--- src/rtl/pfsp_pkg.sv ---
package pfsp_pkg;

  localparam int VALUE_BITS_DEFAULT = 31;
  localparam int COUNT_BITS_DEFAULT = 8;
  localparam int FIELD_BITS         = 31;
  localparam int COUNT_OUT_BITS     = 8;
  localparam int COUNT_OUT_MAX      = 255;

  // parse stages
  localparam logic [3:0] ST_IDLE   = 4'd0;
  localparam logic [3:0] ST_FLAGS  = 4'd1;
  localparam logic [3:0] ST_WIDTH  = 4'd2;
  localparam logic [3:0] ST_PREC   = 4'd3;
  localparam logic [3:0] ST_PFIRST = 4'd4;
  localparam logic [3:0] ST_PDIG   = 4'd5;
  localparam logic [3:0] ST_LEN    = 4'd6;
  localparam logic [3:0] ST_LENH   = 4'd7;
  localparam logic [3:0] ST_LENL   = 4'd8;
  localparam logic [3:0] ST_CONV   = 4'd9;

  localparam logic [1:0] STAT_OK          = 2'd0;
  localparam logic [1:0] STAT_UNSUPPORTED = 2'd1;
  localparam logic [1:0] STAT_INVALID     = 2'd2;

  localparam logic [1:0] SIGN_NEG_ONLY = 2'd0;
  localparam logic [1:0] SIGN_PLUS     = 2'd1;
  localparam logic [1:0] SIGN_SPACE    = 2'd2;

  localparam int FLAG_LEFT      = 0;
  localparam int FLAG_PREFIX    = 1;
  localparam int FLAG_ZERO_PAD  = 2;
  localparam int FLAG_FRAC_ZERO = 3;
  localparam int FLAG_UNSIGNED  = 4;
  localparam int FLAG_UPPER     = 5;

  localparam logic [3:0] ARG_UNKNOWN    = 4'd0;
  localparam logic [3:0] ARG_CHAR       = 4'd1;
  localparam logic [3:0] ARG_BYTE       = 4'd2;
  localparam logic [3:0] ARG_SHORT      = 4'd3;
  localparam logic [3:0] ARG_INT        = 4'd4;
  localparam logic [3:0] ARG_LONG       = 4'd5;
  localparam logic [3:0] ARG_LONGLONG   = 4'd6;
  localparam logic [3:0] ARG_DOUBLE     = 4'd7;
  localparam logic [3:0] ARG_LONGDOUBLE = 4'd8;

  localparam logic [4:0] RADIX_NONE = 5'd0;
  localparam logic [4:0] RADIX_OCT  = 5'd8;
  localparam logic [4:0] RADIX_DEC  = 5'd10;
  localparam logic [4:0] RADIX_HEX  = 5'd16;

  localparam logic [1:0] NOTA_NONE   = 2'd0;
  localparam logic [1:0] NOTA_SCI    = 2'd1;
  localparam logic [1:0] NOTA_FIXED  = 2'd2;
  localparam logic [1:0] NOTA_SHORT  = 2'd3;

  localparam logic [3:0] LEN_NONE = 4'd0;
  localparam logic [3:0] LEN_HH   = 4'd1;
  localparam logic [3:0] LEN_H    = 4'd2;
  localparam logic [3:0] LEN_L    = 4'd3;
  localparam logic [3:0] LEN_LL   = 4'd4;
  localparam logic [3:0] LEN_J    = 4'd5;
  localparam logic [3:0] LEN_T    = 4'd6;
  localparam logic [3:0] LEN_Z    = 4'd7;
  localparam logic [3:0] LEN_BIGL = 4'd8;

  localparam logic [7:0] CH_NUL   = 8'h00;
  localparam logic [7:0] CH_MINUS = 8'h2D;
  localparam logic [7:0] CH_PLUS  = 8'h2B;
  localparam logic [7:0] CH_SPACE = 8'h20;
  localparam logic [7:0] CH_HASH  = 8'h23;
  localparam logic [7:0] CH_ZERO  = 8'h30;
  localparam logic [7:0] CH_NINE  = 8'h39;
  localparam logic [7:0] CH_DOT   = 8'h2E;
  localparam logic [7:0] CH_LC_H  = 8'h68;
  localparam logic [7:0] CH_LC_L  = 8'h6C;
  localparam logic [7:0] CH_LC_J  = 8'h6A;
  localparam logic [7:0] CH_LC_T  = 8'h74;
  localparam logic [7:0] CH_LC_Z  = 8'h7A;
  localparam logic [7:0] CH_UC_L  = 8'h4C;
  localparam logic [7:0] CH_LC_C  = 8'h63;
  localparam logic [7:0] CH_LC_D  = 8'h64;
  localparam logic [7:0] CH_LC_I  = 8'h69;
  localparam logic [7:0] CH_LC_U  = 8'h75;
  localparam logic [7:0] CH_LC_O  = 8'h6F;
  localparam logic [7:0] CH_LC_X  = 8'h78;
  localparam logic [7:0] CH_UC_X  = 8'h58;
  localparam logic [7:0] CH_LC_A  = 8'h61;
  localparam logic [7:0] CH_UC_A  = 8'h41;
  localparam logic [7:0] CH_LC_E  = 8'h65;
  localparam logic [7:0] CH_UC_E  = 8'h45;
  localparam logic [7:0] CH_LC_F  = 8'h66;
  localparam logic [7:0] CH_UC_F  = 8'h46;
  localparam logic [7:0] CH_LC_G  = 8'h67;
  localparam logic [7:0] CH_UC_G  = 8'h47;
  localparam logic [7:0] CH_LC_N  = 8'h6E;
  localparam logic [7:0] CH_LC_P  = 8'h70;
  localparam logic [7:0] CH_LC_S  = 8'h73;

  typedef struct packed {
    logic [3:0] stage;
    logic [1:0] sign;
    logic [3:0] flags;
    logic [3:0] length;
  } ctrl_t;

  typedef struct packed {
    logic [1:0]                status;
    logic [COUNT_OUT_BITS-1:0] chars_consumed;
    logic [1:0]                sign_mode;
    logic [5:0]                flag_bits;
    logic [FIELD_BITS-1:0]     min_width;
    logic [FIELD_BITS-1:0]     precision;
    logic [3:0]                arg_type;
    logic [4:0]                radix;
    logic [1:0]                notation;
    logic [3:0]                length_kind;
  } result_t;

endpackage

--- src/rtl/pfsp_digit.sv ---
module pfsp_digit #(
  parameter int VALUE_BITS = 31
) (
  input  logic [VALUE_BITS-1:0] acc,
  input  logic [3:0]            digit,
  output logic [VALUE_BITS-1:0] sum,
  output logic                  overflow
);

  logic [VALUE_BITS+3:0] wide;

  // acc*10 + digit as (acc<<3) + (acc<<1) + digit
  assign wide = ({4'b0, acc} << 3) + ({4'b0, acc} << 1) + (VALUE_BITS + 4)'(digit);
  assign sum = wide[VALUE_BITS-1:0];
  assign overflow = |wide[VALUE_BITS+3:VALUE_BITS];

endmodule

--- src/rtl/pfsp_step.sv ---
module pfsp_step #(
  parameter int VALUE_BITS = 31,
  parameter int COUNT_BITS = 8
) (
  input  pfsp_pkg::ctrl_t         ctrl,
  input  logic [COUNT_BITS-1:0]   char_count,
  input  logic [COUNT_BITS-1:0]   stage_start_count,
  input  logic [VALUE_BITS-1:0]   width_acc,
  input  logic [VALUE_BITS-1:0]   precision_acc,
  input  logic [7:0]              character,
  input  logic                    start_of_spec,
  input  logic                    enable_long_long,
  output pfsp_pkg::ctrl_t         ctrl_next,
  output logic [COUNT_BITS-1:0]   char_count_next,
  output logic [COUNT_BITS-1:0]   stage_start_count_next,
  output logic [VALUE_BITS-1:0]   width_acc_next,
  output logic [VALUE_BITS-1:0]   precision_acc_next,
  output logic                    has_result,
  output pfsp_pkg::result_t       result
);

  import pfsp_pkg::*;

  localparam logic [VALUE_BITS-1:0] VALUE_MAX = {VALUE_BITS{1'b1}};
  localparam logic [COUNT_BITS-1:0] COUNT_MAX = {COUNT_BITS{1'b1}};

  function automatic logic [COUNT_OUT_BITS-1:0] clamp_count(input logic [COUNT_BITS-1:0] v);
    if (32'(v) > COUNT_OUT_MAX) return COUNT_OUT_BITS'(COUNT_OUT_MAX);
    return COUNT_OUT_BITS'(v);
  endfunction

  ctrl_t                 base;
  logic [COUNT_BITS-1:0] base_cc;
  logic [COUNT_BITS-1:0] base_ssc;
  logic [VALUE_BITS-1:0] base_wacc;
  logic [VALUE_BITS-1:0] base_pacc;
  logic [COUNT_BITS-1:0] bumped;
  logic [VALUE_BITS-1:0] dig_acc;
  logic [VALUE_BITS-1:0] dig_sum;
  logic                  dig_ovf;
  logic                  is_digit;

  // a start clears the parse before the character is looked at
  always_comb begin
    if (start_of_spec) begin
      base.stage  = ST_FLAGS;
      base.sign   = SIGN_NEG_ONLY;
      base.flags  = '0;
      base.length = LEN_NONE;
      base_cc     = '0;
      base_ssc    = '0;
      base_wacc   = '0;
      base_pacc   = '0;
    end else begin
      base      = ctrl;
      base_cc   = char_count;
      base_ssc  = stage_start_count;
      base_wacc = width_acc;
      base_pacc = precision_acc;
    end
  end

  assign bumped   = (base_cc == COUNT_MAX) ? base_cc : base_cc + 1'b1;
  assign is_digit = (character >= CH_ZERO) && (character <= CH_NINE);
  assign dig_acc  = (base.stage == ST_PFIRST || base.stage == ST_PDIG) ? base_pacc : base_wacc;

  pfsp_digit #(.VALUE_BITS(VALUE_BITS)) u_digit (
    .acc      (dig_acc),
    .digit    (character[3:0]),
    .sum      (dig_sum),
    .overflow (dig_ovf)
  );

  always_comb begin
    logic [3:0]            stg;
    logic                  done;
    logic                  fail;
    logic                  ok;
    logic [1:0]            fail_status;
    logic [5:0]            cv_flags;
    logic [4:0]            cv_radix;
    logic [1:0]            cv_nota;
    logic [3:0]            cv_type;
    logic                  cv_float;
    logic                  cv_num;

    stg                    = base.stage;
    ctrl_next              = base;
    char_count_next        = base_cc;
    stage_start_count_next = base_ssc;
    width_acc_next         = base_wacc;
    precision_acc_next     = base_pacc;
    done                   = (base.stage == ST_IDLE);
    fail                   = 1'b0;
    ok                     = 1'b0;
    fail_status            = STAT_INVALID;
    cv_flags               = {2'b00, base.flags};
    cv_radix               = RADIX_DEC;
    cv_nota                = NOTA_NONE;
    cv_type                = ARG_UNKNOWN;
    cv_float               = 1'b0;
    cv_num                 = 1'b0;

    if (!done && stg == ST_FLAGS) begin
      done = 1'b1;
      priority if (character == CH_MINUS) ctrl_next.flags[FLAG_LEFT] = 1'b1;
      else if (character == CH_HASH) ctrl_next.flags[FLAG_PREFIX] = 1'b1;
      else if (character == CH_ZERO) ctrl_next.flags[FLAG_ZERO_PAD] = 1'b1;
      else if (character == CH_PLUS) ctrl_next.sign = SIGN_PLUS;
      else if (character == CH_SPACE) ctrl_next.sign = SIGN_SPACE;
      else begin
        done = 1'b0;
        stg  = ST_WIDTH;
      end
      if (done) char_count_next = bumped;
    end

    if (!done && stg == ST_WIDTH) begin
      if (is_digit) begin
        width_acc_next  = dig_ovf ? VALUE_MAX : dig_sum;
        char_count_next = bumped;
        done            = 1'b1;
      end else begin
        stg = ST_PREC;
      end
    end

    if (!done && stg == ST_PREC) begin
      stage_start_count_next = base_cc;
      if (character == CH_DOT) begin
        char_count_next = bumped;
        stg             = ST_PFIRST;
        done            = 1'b1;
      end else begin
        stg = ST_LEN;
      end
    end

    if (!done && stg == ST_PFIRST) begin
      stg = ST_PDIG;
      if (character == CH_ZERO) begin
        ctrl_next.flags[FLAG_FRAC_ZERO] = 1'b1;
        char_count_next = bumped;
        done            = 1'b1;
      end
    end

    if (!done && stg == ST_PDIG) begin
      if (is_digit) begin
        done = 1'b1;
        if (dig_ovf) begin
          // precision overflow reports a zero precision
          precision_acc_next = '0;
          fail               = 1'b1;
        end else begin
          precision_acc_next = dig_sum;
          char_count_next    = bumped;
        end
      end else begin
        stage_start_count_next = base_cc;
        stg                    = ST_LEN;
      end
    end

    if (!done && stg == ST_LEN) begin
      stg  = ST_CONV;
      done = 1'b1;
      unique case (character)
        CH_LC_H: begin
          ctrl_next.length = LEN_H;
          stg              = ST_LENH;
        end
        CH_LC_L: begin
          ctrl_next.length = LEN_L;
          if (enable_long_long) stg = ST_LENL;
        end
        CH_LC_J: ctrl_next.length = LEN_J;
        CH_LC_T: ctrl_next.length = LEN_T;
        CH_LC_Z: ctrl_next.length = LEN_Z;
        CH_UC_L: ctrl_next.length = LEN_BIGL;
        CH_NUL:  fail = 1'b1;
        default: begin
          ctrl_next.length = LEN_NONE;
          done             = 1'b0;
        end
      endcase
      if (done && !fail) char_count_next = bumped;
    end

    if (!done && (stg == ST_LENH || stg == ST_LENL)) begin
      if (stg == ST_LENH && character == CH_LC_H) begin
        ctrl_next.length = LEN_HH;
        char_count_next  = bumped;
        done             = 1'b1;
      end else if (stg == ST_LENL && character == CH_LC_L) begin
        ctrl_next.length = LEN_LL;
        char_count_next  = bumped;
        done             = 1'b1;
      end
      stg = ST_CONV;
    end

    if (!done && stg == ST_CONV) begin
      done = 1'b1;
      unique case (character)
        CH_LC_C: begin
          cv_type  = ARG_CHAR;
          cv_radix = RADIX_NONE;
        end
        CH_LC_D, CH_LC_I: cv_num = 1'b1;
        CH_LC_U: begin
          cv_num                  = 1'b1;
          cv_flags[FLAG_UNSIGNED] = 1'b1;
        end
        CH_LC_O: begin
          cv_num                  = 1'b1;
          cv_flags[FLAG_UNSIGNED] = 1'b1;
          cv_radix                = RADIX_OCT;
        end
        CH_UC_X: begin
          cv_num                  = 1'b1;
          cv_flags[FLAG_UNSIGNED] = 1'b1;
          cv_flags[FLAG_UPPER]    = 1'b1;
          cv_radix                = RADIX_HEX;
        end
        CH_LC_X: begin
          cv_num                  = 1'b1;
          cv_flags[FLAG_UNSIGNED] = 1'b1;
          cv_radix                = RADIX_HEX;
        end
        CH_UC_A, CH_LC_A: begin
          cv_float             = 1'b1;
          cv_flags[FLAG_UPPER] = (character == CH_UC_A);
          cv_radix             = RADIX_HEX;
          cv_nota              = NOTA_SCI;
        end
        CH_UC_E, CH_LC_E: begin
          cv_float             = 1'b1;
          cv_flags[FLAG_UPPER] = (character == CH_UC_E);
          cv_nota              = NOTA_SCI;
        end
        CH_UC_F, CH_LC_F: begin
          cv_float             = 1'b1;
          cv_flags[FLAG_UPPER] = (character == CH_UC_F);
          cv_nota              = NOTA_FIXED;
        end
        CH_UC_G, CH_LC_G: begin
          cv_float             = 1'b1;
          cv_flags[FLAG_UPPER] = (character == CH_UC_G);
          cv_nota              = NOTA_SHORT;
        end
        CH_LC_N, CH_LC_P, CH_LC_S: begin
          fail        = 1'b1;
          fail_status = STAT_UNSUPPORTED;
        end
        default: fail = 1'b1;
      endcase

      if (cv_num) begin
        unique case (ctrl_next.length)
          LEN_NONE: cv_type = ARG_INT;
          LEN_HH:   cv_type = ARG_BYTE;
          LEN_H:    cv_type = ARG_SHORT;
          LEN_L:    cv_type = ARG_LONG;
          LEN_LL:   cv_type = enable_long_long ? ARG_LONGLONG : ARG_UNKNOWN;
          default:  cv_type = ARG_UNKNOWN;
        endcase
      end else if (cv_float) begin
        if (ctrl_next.length == LEN_NONE) cv_type = ARG_DOUBLE;
        else if (ctrl_next.length == LEN_BIGL && enable_long_long) cv_type = ARG_LONGDOUBLE;
        else cv_type = ARG_UNKNOWN;
      end

      if (!fail && cv_type == ARG_UNKNOWN) fail = 1'b1;
      if (!fail) begin
        ok              = 1'b1;
        char_count_next = bumped;
      end
    end

    ctrl_next.stage = (fail || ok) ? ST_IDLE : stg;
    has_result      = fail || ok;

    result.status         = ok ? STAT_OK : fail_status;
    result.chars_consumed = ok ? clamp_count(char_count_next)
                               : clamp_count(stage_start_count_next);
    result.sign_mode      = ctrl_next.sign;
    result.flag_bits      = ok ? cv_flags : {2'b00, ctrl_next.flags};
    result.min_width      = FIELD_BITS'(width_acc_next);
    result.precision      = FIELD_BITS'(precision_acc_next);
    result.arg_type       = ok ? cv_type : ARG_UNKNOWN;
    result.radix          = ok ? cv_radix : RADIX_NONE;
    result.notation       = ok ? cv_nota : NOTA_NONE;
    result.length_kind    = ctrl_next.length;
  end

endmodule

--- src/rtl/printf_format_spec_parser_unit.sv ---
// printf conversion-spec parser
// feed the bytes after a percent sign on the input channel, one per transaction,
// with start_of_spec set on the first one; bytes outside a spec are dropped
// the parse walks flags, width, '.' precision, length modifier and conversion
// letter; exactly one result transaction leaves per spec, on the conversion
// letter or at the first byte that makes the spec invalid
// a byte passes the input register, then the result register, before
// out_valid; throughput: one byte per cycle while in_stall is low, as the
// state update with its multiply-by-ten digit adder is combinational
// a byte is taken while a result waits on a stalled output; in_stall rises
// only when the registered byte completes a spec and the result register is
// still full and stalled
// cfg_write_enable/cfg_write_data load enable_long_long (1 accepts ll and L);
// write it only while no spec is in flight
// rst (synchronous) empties both registers, clears the parse to idle and
// sets enable_long_long
module printf_format_spec_parser_unit #(
  parameter int VALUE_BITS = pfsp_pkg::VALUE_BITS_DEFAULT,
  parameter int COUNT_BITS = pfsp_pkg::COUNT_BITS_DEFAULT
) (
  input  logic        clk,
  input  logic        rst,
  input  logic        cfg_write_enable,
  input  logic        cfg_write_data,
  input  logic        in_valid,
  output logic        in_stall,
  input  logic [7:0]  character,
  input  logic        start_of_spec,
  output logic        out_valid,
  input  logic        out_stall,
  output logic [1:0]  status,
  output logic [7:0]  chars_consumed,
  output logic [1:0]  sign_mode,
  output logic [5:0]  flag_bits,
  output logic [30:0] min_width,
  output logic [30:0] precision,
  output logic [3:0]  arg_type,
  output logic [4:0]  radix,
  output logic [1:0]  notation,
  output logic [3:0]  length_kind
);

  import pfsp_pkg::*;

  logic                  enable_long_long;
  logic                  s1_valid;
  logic [7:0]            s1_char;
  logic                  s1_start;
  ctrl_t                 ctrl;
  ctrl_t                 ctrl_next;
  logic [COUNT_BITS-1:0] char_count;
  logic [COUNT_BITS-1:0] char_count_next;
  logic [COUNT_BITS-1:0] stage_start_count;
  logic [COUNT_BITS-1:0] stage_start_count_next;
  logic [VALUE_BITS-1:0] width_acc;
  logic [VALUE_BITS-1:0] width_acc_next;
  logic [VALUE_BITS-1:0] precision_acc;
  logic [VALUE_BITS-1:0] precision_acc_next;
  logic                  step_has_result;
  result_t               step_result;
  result_t               out_result;
  logic                  s1_go;

  pfsp_step #(.VALUE_BITS(VALUE_BITS), .COUNT_BITS(COUNT_BITS)) u_step (
    .ctrl                   (ctrl),
    .char_count             (char_count),
    .stage_start_count      (stage_start_count),
    .width_acc              (width_acc),
    .precision_acc          (precision_acc),
    .character              (s1_char),
    .start_of_spec          (s1_start),
    .enable_long_long       (enable_long_long),
    .ctrl_next              (ctrl_next),
    .char_count_next        (char_count_next),
    .stage_start_count_next (stage_start_count_next),
    .width_acc_next         (width_acc_next),
    .precision_acc_next     (precision_acc_next),
    .has_result             (step_has_result),
    .result                 (step_result)
  );

  // the registered byte moves on unless it needs the result register while that is full and stalled
  assign s1_go    = !step_has_result || !out_valid || !out_stall;
  assign in_stall = s1_valid && !s1_go;

  always_ff @(posedge clk) begin
    if (rst) begin
      enable_long_long <= 1'b1;
    end else if (cfg_write_enable) begin
      enable_long_long <= cfg_write_data;
    end
  end

  always_ff @(posedge clk) begin
    if (rst) begin
      s1_valid <= 1'b0;
    end else if (!in_stall) begin
      s1_valid <= in_valid;
    end
  end

  always_ff @(posedge clk) begin
    if (!in_stall && in_valid) begin
      s1_char  <= character;
      s1_start <= start_of_spec;
    end
  end

  always_ff @(posedge clk) begin
    if (rst) begin
      ctrl.stage        <= ST_IDLE;
      ctrl.sign         <= SIGN_NEG_ONLY;
      ctrl.flags        <= '0;
      ctrl.length       <= LEN_NONE;
      char_count        <= '0;
      stage_start_count <= '0;
      width_acc         <= '0;
      precision_acc     <= '0;
    end else if (s1_valid && s1_go) begin
      ctrl              <= ctrl_next;
      char_count        <= char_count_next;
      stage_start_count <= stage_start_count_next;
      width_acc         <= width_acc_next;
      precision_acc     <= precision_acc_next;
    end
  end

  always_ff @(posedge clk) begin
    if (rst) begin
      out_valid <= 1'b0;
    end else if (s1_valid && s1_go && step_has_result) begin
      out_valid <= 1'b1;
    end else if (!out_stall) begin
      out_valid <= 1'b0;
    end
  end

  always_ff @(posedge clk) begin
    if (s1_valid && s1_go && step_has_result) begin
      out_result <= step_result;
    end
  end

  assign status         = out_result.status;
  assign chars_consumed = out_result.chars_consumed;
  assign sign_mode      = out_result.sign_mode;
  assign flag_bits      = out_result.flag_bits;
  assign min_width      = out_result.min_width;
  assign precision      = out_result.precision;
  assign arg_type       = out_result.arg_type;
  assign radix          = out_result.radix;
  assign notation       = out_result.notation;
  assign length_kind    = out_result.length_kind;

  a_reset_empties: assert property (@(posedge clk) $past(rst) |-> !out_valid && !s1_valid)
    else $error("pipeline not empty after reset");

  a_error_untyped: assert property (@(posedge clk) disable iff (rst)
    (out_valid && status != STAT_OK) |->
      (arg_type == ARG_UNKNOWN && radix == RADIX_NONE && notation == NOTA_NONE &&
       flag_bits[5:4] == 2'b00))
    else $error("error result carries a conversion type");

  a_ok_typed: assert property (@(posedge clk) disable iff (rst)
    (out_valid && status == STAT_OK) |-> arg_type != ARG_UNKNOWN)
    else $error("ok result without an argument type");

  a_blocked_byte_held: assert property (@(posedge clk) disable iff (rst)
    (s1_valid && step_has_result && out_valid && out_stall) |=>
      (s1_valid && $stable(s1_char) && $stable(s1_start) && $stable(ctrl)))
    else $error("completing byte lost while result register was blocked");

endmodule

--- config.mk ---
export PLATFORM = sky130hd
export DESIGN_NAME = printf_format_spec_parser_unit
export DESIGN_NICKNAME = d
export VERILOG_FILES = /design/src/rtl/pfsp_pkg.sv /design/src/rtl/pfsp_digit.sv /design/src/rtl/pfsp_step.sv /design/src/rtl/printf_format_spec_parser_unit.sv
export SDC_FILE = /design/constraint.sdc
export NUM_CORES = 1
export LEC_CHECK = 0
export BUFFER_PORTS_ARGS = -buffer_cell sky130_fd_sc_hd__buf_2
export CAP_MARGIN = 5
export CORE_MARGIN = 4
export CORE_UTILIZATION = 60
export DETAILED_ROUTE_END_ITERATION = 8
export PLACE_DENSITY_LB_ADDON = 0.3
export SLEW_MARGIN = 40
export SYNTH_ARGS = -nofsm -noshare
export SYNTH_HDL_FRONTEND = slang
export SYNTH_HIERARCHICAL = 1
export SYNTH_SLANG_ARGS = --single-unit
--- constraint.sdc ---
create_clock -name clk -period 12.95 [get_ports clk]
set_input_delay 0.6475 -clock clk [delete_from_list [all_inputs] [get_ports clk]]
set_output_delay 0.6475 -clock clk [all_outputs]
set_load 0.01 [all_outputs]
After elaboration in Yosys (flattened, before gate mapping)
Cells that the tools add are included.
{"block": "op_classes", "div_mod_pow": 0, "muxes": 128, "n_mul": 0, "n_reduce_logical": 57, "magnitude_cmp": 2, "eq_ne": 48, "bitwise": 1, "shifts": 0, "add_sub_neg": 3}
{"cell": "$mux 31", "n": 9}
{"cell": "$mux 8", "n": 25}
{"cell": "$eq 8x7->1 const B", "n": 24}
{"cell": "$mux 4", "n": 26}
{"cell": "$mux 1", "n": 49}
{"cell": "$eq 8x6->1 const B", "n": 6}
{"cell": "$add 34x32->35", "n": 1}
{"cell": "$add 35x4->35", "n": 1}
{"cell": "$eq 4x3->1 const B", "n": 7}
{"cell": "$pmux 4 s7", "n": 1}
{"cell": "$mux 2", "n": 10}
{"cell": "$pmux 4 s5", "n": 1}
{"cell": "$logic_and 1x1->1", "n": 18}
{"cell": "$eq 4x2->1 const B", "n": 4}
{"cell": "$reduce_or 4->1", "n": 4}
{"cell": "$logic_not 1->1", "n": 15}
{"cell": "$pmux 5 s3", "n": 1}
{"cell": "$reduce_or 15->1", "n": 1}
{"cell": "$mux 14", "n": 1}
{"cell": "$eq 4x4->1 const B", "n": 3}
{"cell": "$logic_not 4->1", "n": 3}
{"cell": "$reduce_or 2->1", "n": 5}
{"cell": "$add 8x1->8 const B", "n": 1}
{"cell": "$eq 4x1->1 const B", "n": 2}
{"cell": "16 further kinds", "n": 21}
{"block": "word_totals", "in_bits": 15, "out_inout_bits": 97, "elab_cells": 265, "reg_bits": 199, "memories": 0, "rom_bits": 0, "ramBits": 0, "latchBits": 0}

Logic depth before layout (Yosys ltp)
{"block": "depth", "word_depth": 49, "depth_mapped": 31, "mapped_depth_nobuf": 26}

By module
Netlist, hierarchy kept.
{"mod": "printf_format_spec_parser_unit", "cells_each": 517, "area_each_um2": 7345.8, "seq_area_each_um2": 5024.8, "instances": 1}
{"mod": "pfsp_step", "cells_each": 679, "area_each_um2": 4140.2, "seq_area_each_um2": 0.0, "instances": 1}
{"mod": "pfsp_digit", "cells_each": 273, "area_each_um2": 2085.8, "seq_area_each_um2": 0.0, "instances": 1}

Least setup slack after synthesis
No wires, ideal clock.
{"block": "synth_path", "path_kind": "register to register", "from": "register s1_char[7]", "to": "register out_result (netlist bit arg_type[0]) (enable)", "path_buffers": 5, "slack_ns": 4.077, "path_stages_with_launch": 28, "arrival_time_ns": 8.409, "synth_period_minus_slack_ns": 8.873, "t_required_ns": 12.485, "setup_ns": 0.465, "cell_sequence": "edfxtp_1 nor4b_4 a22oi_2 a21o_2 a22o_1 or3_1 clkbuf_1 buf_1 mux2i_1 nor2_1 inv_1 fa_1 inv_1 fa_1 a211oi_1 o21ai_0 o211ai_1 a31oi_2 a21oi_1 o211ai_1 mux2i_1 nand4_1 clkbuf_1 a221o_1 a31oi_2 buf_6 buf_6 and2_1"}
{"block": "synth_via", "elab_chain_cells": 47, "word_cells_on_any_way": 141, "cone_classes": "order compare (2); eq/ne (40); mux (65); reduce/logical (34)"}
{"element": "from (decl)", "line": "printf_format_spec_parser_unit.sv:47", "rtl": "logic [7:0] s1_char;"}
{"element": "from (signal assigned)", "line": "printf_format_spec_parser_unit.sv:104", "rtl": "s1_char <= character;"}
{"element": "$eq 8x6->1", "line": "pfsp_step.sv:110", "rtl": "else if (character == CH_SPACE) ctrl_next.sign = SIGN_SPACE;"}
{"element": "$mux 1", "line": "pfsp_step.sv:110"}
{"element": "$mux 1", "line": "pfsp_step.sv:109", "rtl": "else if (character == CH_PLUS) ctrl_next.sign = SIGN_PLUS;"}
{"element": "$mux 1", "line": "pfsp_step.sv:108", "rtl": "else if (character == CH_ZERO) ctrl_next.flags[FLAG_ZERO_PAD] = 1'b1;"}
{"element": "$mux 1", "line": "pfsp_step.sv:107", "rtl": "else if (character == CH_HASH) ctrl_next.flags[FLAG_PREFIX] = 1'b1;"}
{"element": "$mux 1", "line": "pfsp_step.sv:106", "rtl": "priority if (character == CH_MINUS) ctrl_next.flags[FLAG_LEFT] = 1'b1;"}
{"element": "$mux 1 (2 in a row)", "line": "pfsp_step.sv:104", "rtl": "if (!done && stg == ST_FLAGS) begin"}
{"element": "$logic_not 1->1", "line": "pfsp_step.sv:118", "rtl": "if (!done && stg == ST_WIDTH) begin"}
{"element": "[30 not listed]"}
{"element": "$mux 1", "line": "pfsp_step.sv:275", "rtl": "if (!fail) begin"}
{"element": "$mux 1", "line": "pfsp_step.sv:203", "rtl": "if (!done && stg == ST_CONV) begin"}
{"element": "$logic_or 1x1->1 (*)", "line": "pfsp_step.sv:282", "rtl": "has_result = fail || ok;"}
{"element": "named net step_has_result", "line": "printf_format_spec_parser_unit.sv:59", "rtl": "logic step_has_result;"}
{"element": "$logic_not 1->1", "line": "printf_format_spec_parser_unit.sv:83", "rtl": "assign s1_go = !step_has_result || !out_valid || !out_stall;"}
{"element": "$logic_or 1x1->1 (2 in a row)", "line": "printf_format_spec_parser_unit.sv:83"}
{"element": "$logic_and 1x1->1", "line": "printf_format_spec_parser_unit.sv:139", "rtl": "if (s1_valid && s1_go && step_has_result) begin"}
{"element": "$logic_and 1x1->1 (*)", "line": "printf_format_spec_parser_unit.sv:139"}
{"element": "to (signal assigned)", "line": "printf_format_spec_parser_unit.sv:140", "rtl": "out_result <= step_result;"}
{"element": "to (decl)", "line": "printf_format_spec_parser_unit.sv:61", "rtl": "result_t out_result;"}
Mark *: on every way through the listed nets, which the timed path passes. The rest lies on a longest branch. The select of a mux whose other input is x is not followed.
A chain may end at the register's enable or synchronous reset.

Worst setup path in the final report
{"block": "layout_path", "from": "register s1_char[4]", "to": "register width_acc[12]"}
{"block": "layout_via", "elab_chain_cells": 46, "word_cells_on_any_way": 142, "cone_classes": "order compare (2); eq/ne (40); mux (67); reduce/logical (33)"}
{"element": "$eq 8x6->1", "line": "pfsp_step.sv:110"}
{"element": "$mux 1", "line": "pfsp_step.sv:110"}
{"element": "$mux 1", "line": "pfsp_step.sv:109"}
{"element": "$mux 1", "line": "pfsp_step.sv:108"}
{"element": "$mux 1", "line": "pfsp_step.sv:107"}
{"element": "$mux 1", "line": "pfsp_step.sv:106"}
{"element": "$mux 1 (2 in a row)", "line": "pfsp_step.sv:104"}
{"element": "$logic_not 1->1", "line": "pfsp_step.sv:118"}
{"element": "[29 not listed]"}
{"element": "$mux 1", "line": "pfsp_step.sv:203"}
{"element": "$mux 1", "line": "pfsp_step.sv:275"}
{"element": "$mux 1", "line": "pfsp_step.sv:203"}
{"element": "$logic_or 1x1->1 (*)", "line": "pfsp_step.sv:282"}
{"element": "named net step_has_result", "line": "printf_format_spec_parser_unit.sv:59"}
{"element": "$logic_not 1->1 (*)", "line": "printf_format_spec_parser_unit.sv:83"}
{"element": "$logic_or 1x1->1 (*) (2 in a row)", "line": "printf_format_spec_parser_unit.sv:83"}
{"element": "$logic_and 1x1->1 (*)", "line": "printf_format_spec_parser_unit.sv:119", "rtl": "end else if (s1_valid && s1_go) begin"}
{"element": "to (signal assigned)", "line": "printf_format_spec_parser_unit.sv:123", "rtl": "width_acc <= width_acc_next;"}
{"element": "to (decl)", "line": "printf_format_spec_parser_unit.sv:55", "rtl": "logic [VALUE_BITS-1:0] width_acc;"}
Marks and branches as above.

==> impl_metrics.toml <==
[status]
run_status = "finished clean"

[worst_hold_path]
hold_class = "input port to flip-flop"

[clock_tree]
clk_pin_slew_ns = 0.07
cts_hold_buf = 0
clk_path_buf_depth = 2
cts.repair.resized = 0
postCtsSetupRepairBufs = 0
root_buffer = "clkbuf_16"
clock-sinks = 199
numCtsBuffers = 17
cts_tree = "yes"
htreeDepth = 4
clk_latency_ns = 0.43

[synthesis]
synthCells = 1469
ys_types = 97
syn_area_per_cell_um2 = 9.24
ys.warnings.count = 6
synth-seq-cells = 199
synth_edf_count = 104
yosysTopAreaCell = "edfxtp_1"
synth_top_area_share_pct = 23.0
synthArstFlopShare_pct = 0
ys.flop_type = "edfxtp_1"
synth_area_leaders = "edfxtp_1 23%, dfxtp_1 14%, nand2b_1 10%, mux2i_1 10%, ha_1 5.7%"
netlist_area_mm2 = 0.0136
yosysSeqAreaShare_pct = 37.0

[timing]
fin_crit_sh_pct = 65.1
setup_tns_ns = 0
slew-limit-headroom_pct = 43.8
fmax_ghz = 0.119
setup_violations = 0
fin_crit_ns = 8.43
finClkSkew_ns = 0.0128
slew_violations = 0
worst_pin_slew_ns = 0.843
setup_ws_ns = 4.52
rsz0062_at_grt = "false"
hold_violations = 0

[cells_and_area]
fin_cells = 1742
num_antenna_cells = 0
area_growth_pct = 4.99
finalInstanceArea_mm2 = 0.0142
drive_gt1_share_pct = 13.1
nets = 1528

[global_route]
grt-ovfl-total = 0
grt_pass1_wl_um = 49800
grt_pass1_vias = 9784
grt_usage_pct = 24.2
antenna_found_initial = 0
grt_max_degree = 128

[run]
cap_violations = 0

[route]
dr.pass1.iters = 5
ant_nets = 0
drcViolationCount = 0
drt_iter0_drc = 938
totalWireLength_um = 30400
num_vias = 10538
post_drt_wl_per_cell_um = 17.5
viasPerCell = 6.05

[critical_path]
worst-path-max-fanout = 47
cp-start-kind = "flip-flop"
cp-end-kind = "flip-flop"
critPathKind = "flip-flop to flip-flop"
arrival_ns = 8.78
cp.required_ns = 13.30

[power]
cellLeakagePower_nw = 5.98
power_switching_uw = 370
p_clk_share_pct = 39.5
combPwrFrac_pct = 11.4
seqPwrFrac_pct = 49.1
max-vdd-ir-drop_mv = 0.0664
internal-power_mw = 1.03
cellPowerDensity_mw_per_mm2 = 98.2
sw_frac_of_total_pct = 26.4

[placement]
dp.cells = 1710
gp_congestion = 0.871
place_area_mm2 = 0.0136
place_hpwl_um = 20500
dpl_worst_slack_ns = 4.61
io_buffer_count = 111

[floorplanning]
io_pins = 112
die_h_um = 158
coreArea_mm2 = 0.0220
num_rows = 54
die_w_um = 158
die_area_mm2 = 0.0251
start_util_pct = 61.6
-- final timing paths --
path | slack [ns] | to | cells past startpoint | start
setup / recovery | 4.52 | width_acc[12]$_SDFFE_PP0P_ | 23 | s1_char[4]$_DFFE_PP_
hold / removal | 0.40 | s1_char[3]$_DFFE_PP_ | 1 | character[3]
setup reg to reg | 4.52 | width_acc[12]$_SDFFE_PP0P_ | 23 | s1_char[4]$_DFFE_PP_
hold reg to reg | 0.48 | ctrl[4]$_SDFFE_PP0P_ | 2 | ctrl[4]$_SDFFE_PP0P_
-- per-layer routing --
metal | vias to the layer above | share of wire (%) | global-route usage, %
li1 | 5130 | - | -
met1 | 5024 | 46 | 33.8
met2 | 335 | 47 | 39.2
met3 | 49 | 5.2 | 3.26
met4 | 0 | 2.0 | 7.31
met5 | - | 0 | 0
-- stage by stage --
| stage | util [%] | power (mW) | hold slack (ns) |
|---|---|---|---|
| 2_1_floorplan | - | 0.825 | 0.448 |
| 3_3_place_gp | 61.8 | 0.855 | 0.458 |
| 3_5_place_dp | 61.9 | 0.858 | 0.469 |
| 4_1_cts | 64.7 | 1.40 | 0.381 |
| 5_1_grt | 64.7 | 1.45 | 0.384 |
| 6_report | 64.7 | 1.40 | 0.396 |
-- cell families after synthesis --
family / share of synthesized area (%)
AOI/OAI and AO/OA: 13.2
and+or+nand+nor: 23.3
xor gates and xnor gates: 2.13
buffers and inverters: 7.60
adders and majority gates: 6.01
other: 0.0276
DFF: 37.0
muxes: 10.6
-- final cells by class --
| cell class | count | area (µm²) |
|---|---|---|
| multi-input cells | 1092 | 7560 |
| flip-flops and latches | 199 | 5020 |
| repair buffers | 120 | 633 |
| inverters | 19 | 71.3 |
| well taps | 280 | 350 |
| fillers | 1761 | 7780 |
| clock buffers | 20 | 447 |
| clock inverters | 12 | 161 |
-- state kept, by name, indices dropped and copies added, names as in the netlist --
signal and cells:
min_width 31, arg_type 4, length_kind 4, radix 5, out_valid 1, char_count 8, s1_valid 1, s1_start 1
notation 2, flag_bits 6, sign_mode 2, s1_char 8, precision 31, chars_consumed 8, enable_long_long 1, status 2
width_acc 31, ctrl 14, stage_start_count 8, precision_acc 31
-- synthesized netlist by cell type, types with 12 or more instances --
cell type,instances
nand2b_1,227
mux2i_1,138
edfxtp_1,104
dfxtp_1,95
a21oi_1,91
nand2_1,88
nor2_1,85
buf_4,74
o21ai_0,65
ha_1,62
clkbuf_1,59
nand3_1,47
nor3_1,46
a21o_1,22
inv_1,18
nor2b_1,18
xnor2_1,17
xor2_1,16
nand4_1,14
o211ai_1,12
-- power groups by stage --
stage | clock network (mW) | logic, mW | registers, mW
after floorplan | 0 | 0.129 | 0.696
after global routing | 0.587 | 0.173 | 0.688
final | 0.552 | 0.160 | 0.687
after CTS | 0.558 | 0.159 | 0.686
after global placement | 0 | 0.155 | 0.700
after detailed placement | 0 | 0.158 | 0.701
-- layout by cell type, fill, tap and decap left out, drive strengths merged, types with 5 or more instances in the layout --
cell type | synthesis | routed
mux2i | 138 | 138
nand2b | 227 | 227
clkbuf | 59 | 20
edfxtp | 104 | 104
a22oi | 6 | 6
buf | 101 | 120
o21a | 7 | 7
nor4 | 7 | 7
and2 | 5 | 5
nor2 | 85 | 85
nor2b | 18 | 18
nand3 | 48 | 48
dfxtp | 95 | 95
o21ai | 69 | 69
a211oi | 6 | 6
inv | 19 | 24
nor3 | 47 | 47
o211ai | 14 | 14
nor4b | 5 | 5
ha | 62 | 62
a21o | 23 | 23
a31oi | 7 | 7
a21boi | 7 | 7
xnor2 | 17 | 17
nor3b | 8 | 8
mux2 | 5 | 5
nand4 | 14 | 14
nand2 | 89 | 89
a21oi | 92 | 92
xor2 | 16 | 16
-- critical path, stage by stage, from the launching register on --
cell      delay, ns
edfxtp_1       0.59
nor4bb_2       0.69
o311ai_1       0.37
a22o_1         0.41
or3_4          0.61
mux2i_1        0.19
nor2_1         0.18
inv_1          0.10
fa_1           0.53
inv_1          0.07
fa_1           0.48
a211oi_1       0.28
o21ai_0        0.24
o211ai_1       0.32
a31oi_2        0.17
a21oi_1        0.26
o211ai_1       0.12
mux2i_1        0.16
nand4_1        0.12
a221o_1        0.46
a31oi_4        0.21
buf_4          0.67
buf_4          0.76
mux2i_1        0.27
Power figures use the tool's default switching activity.
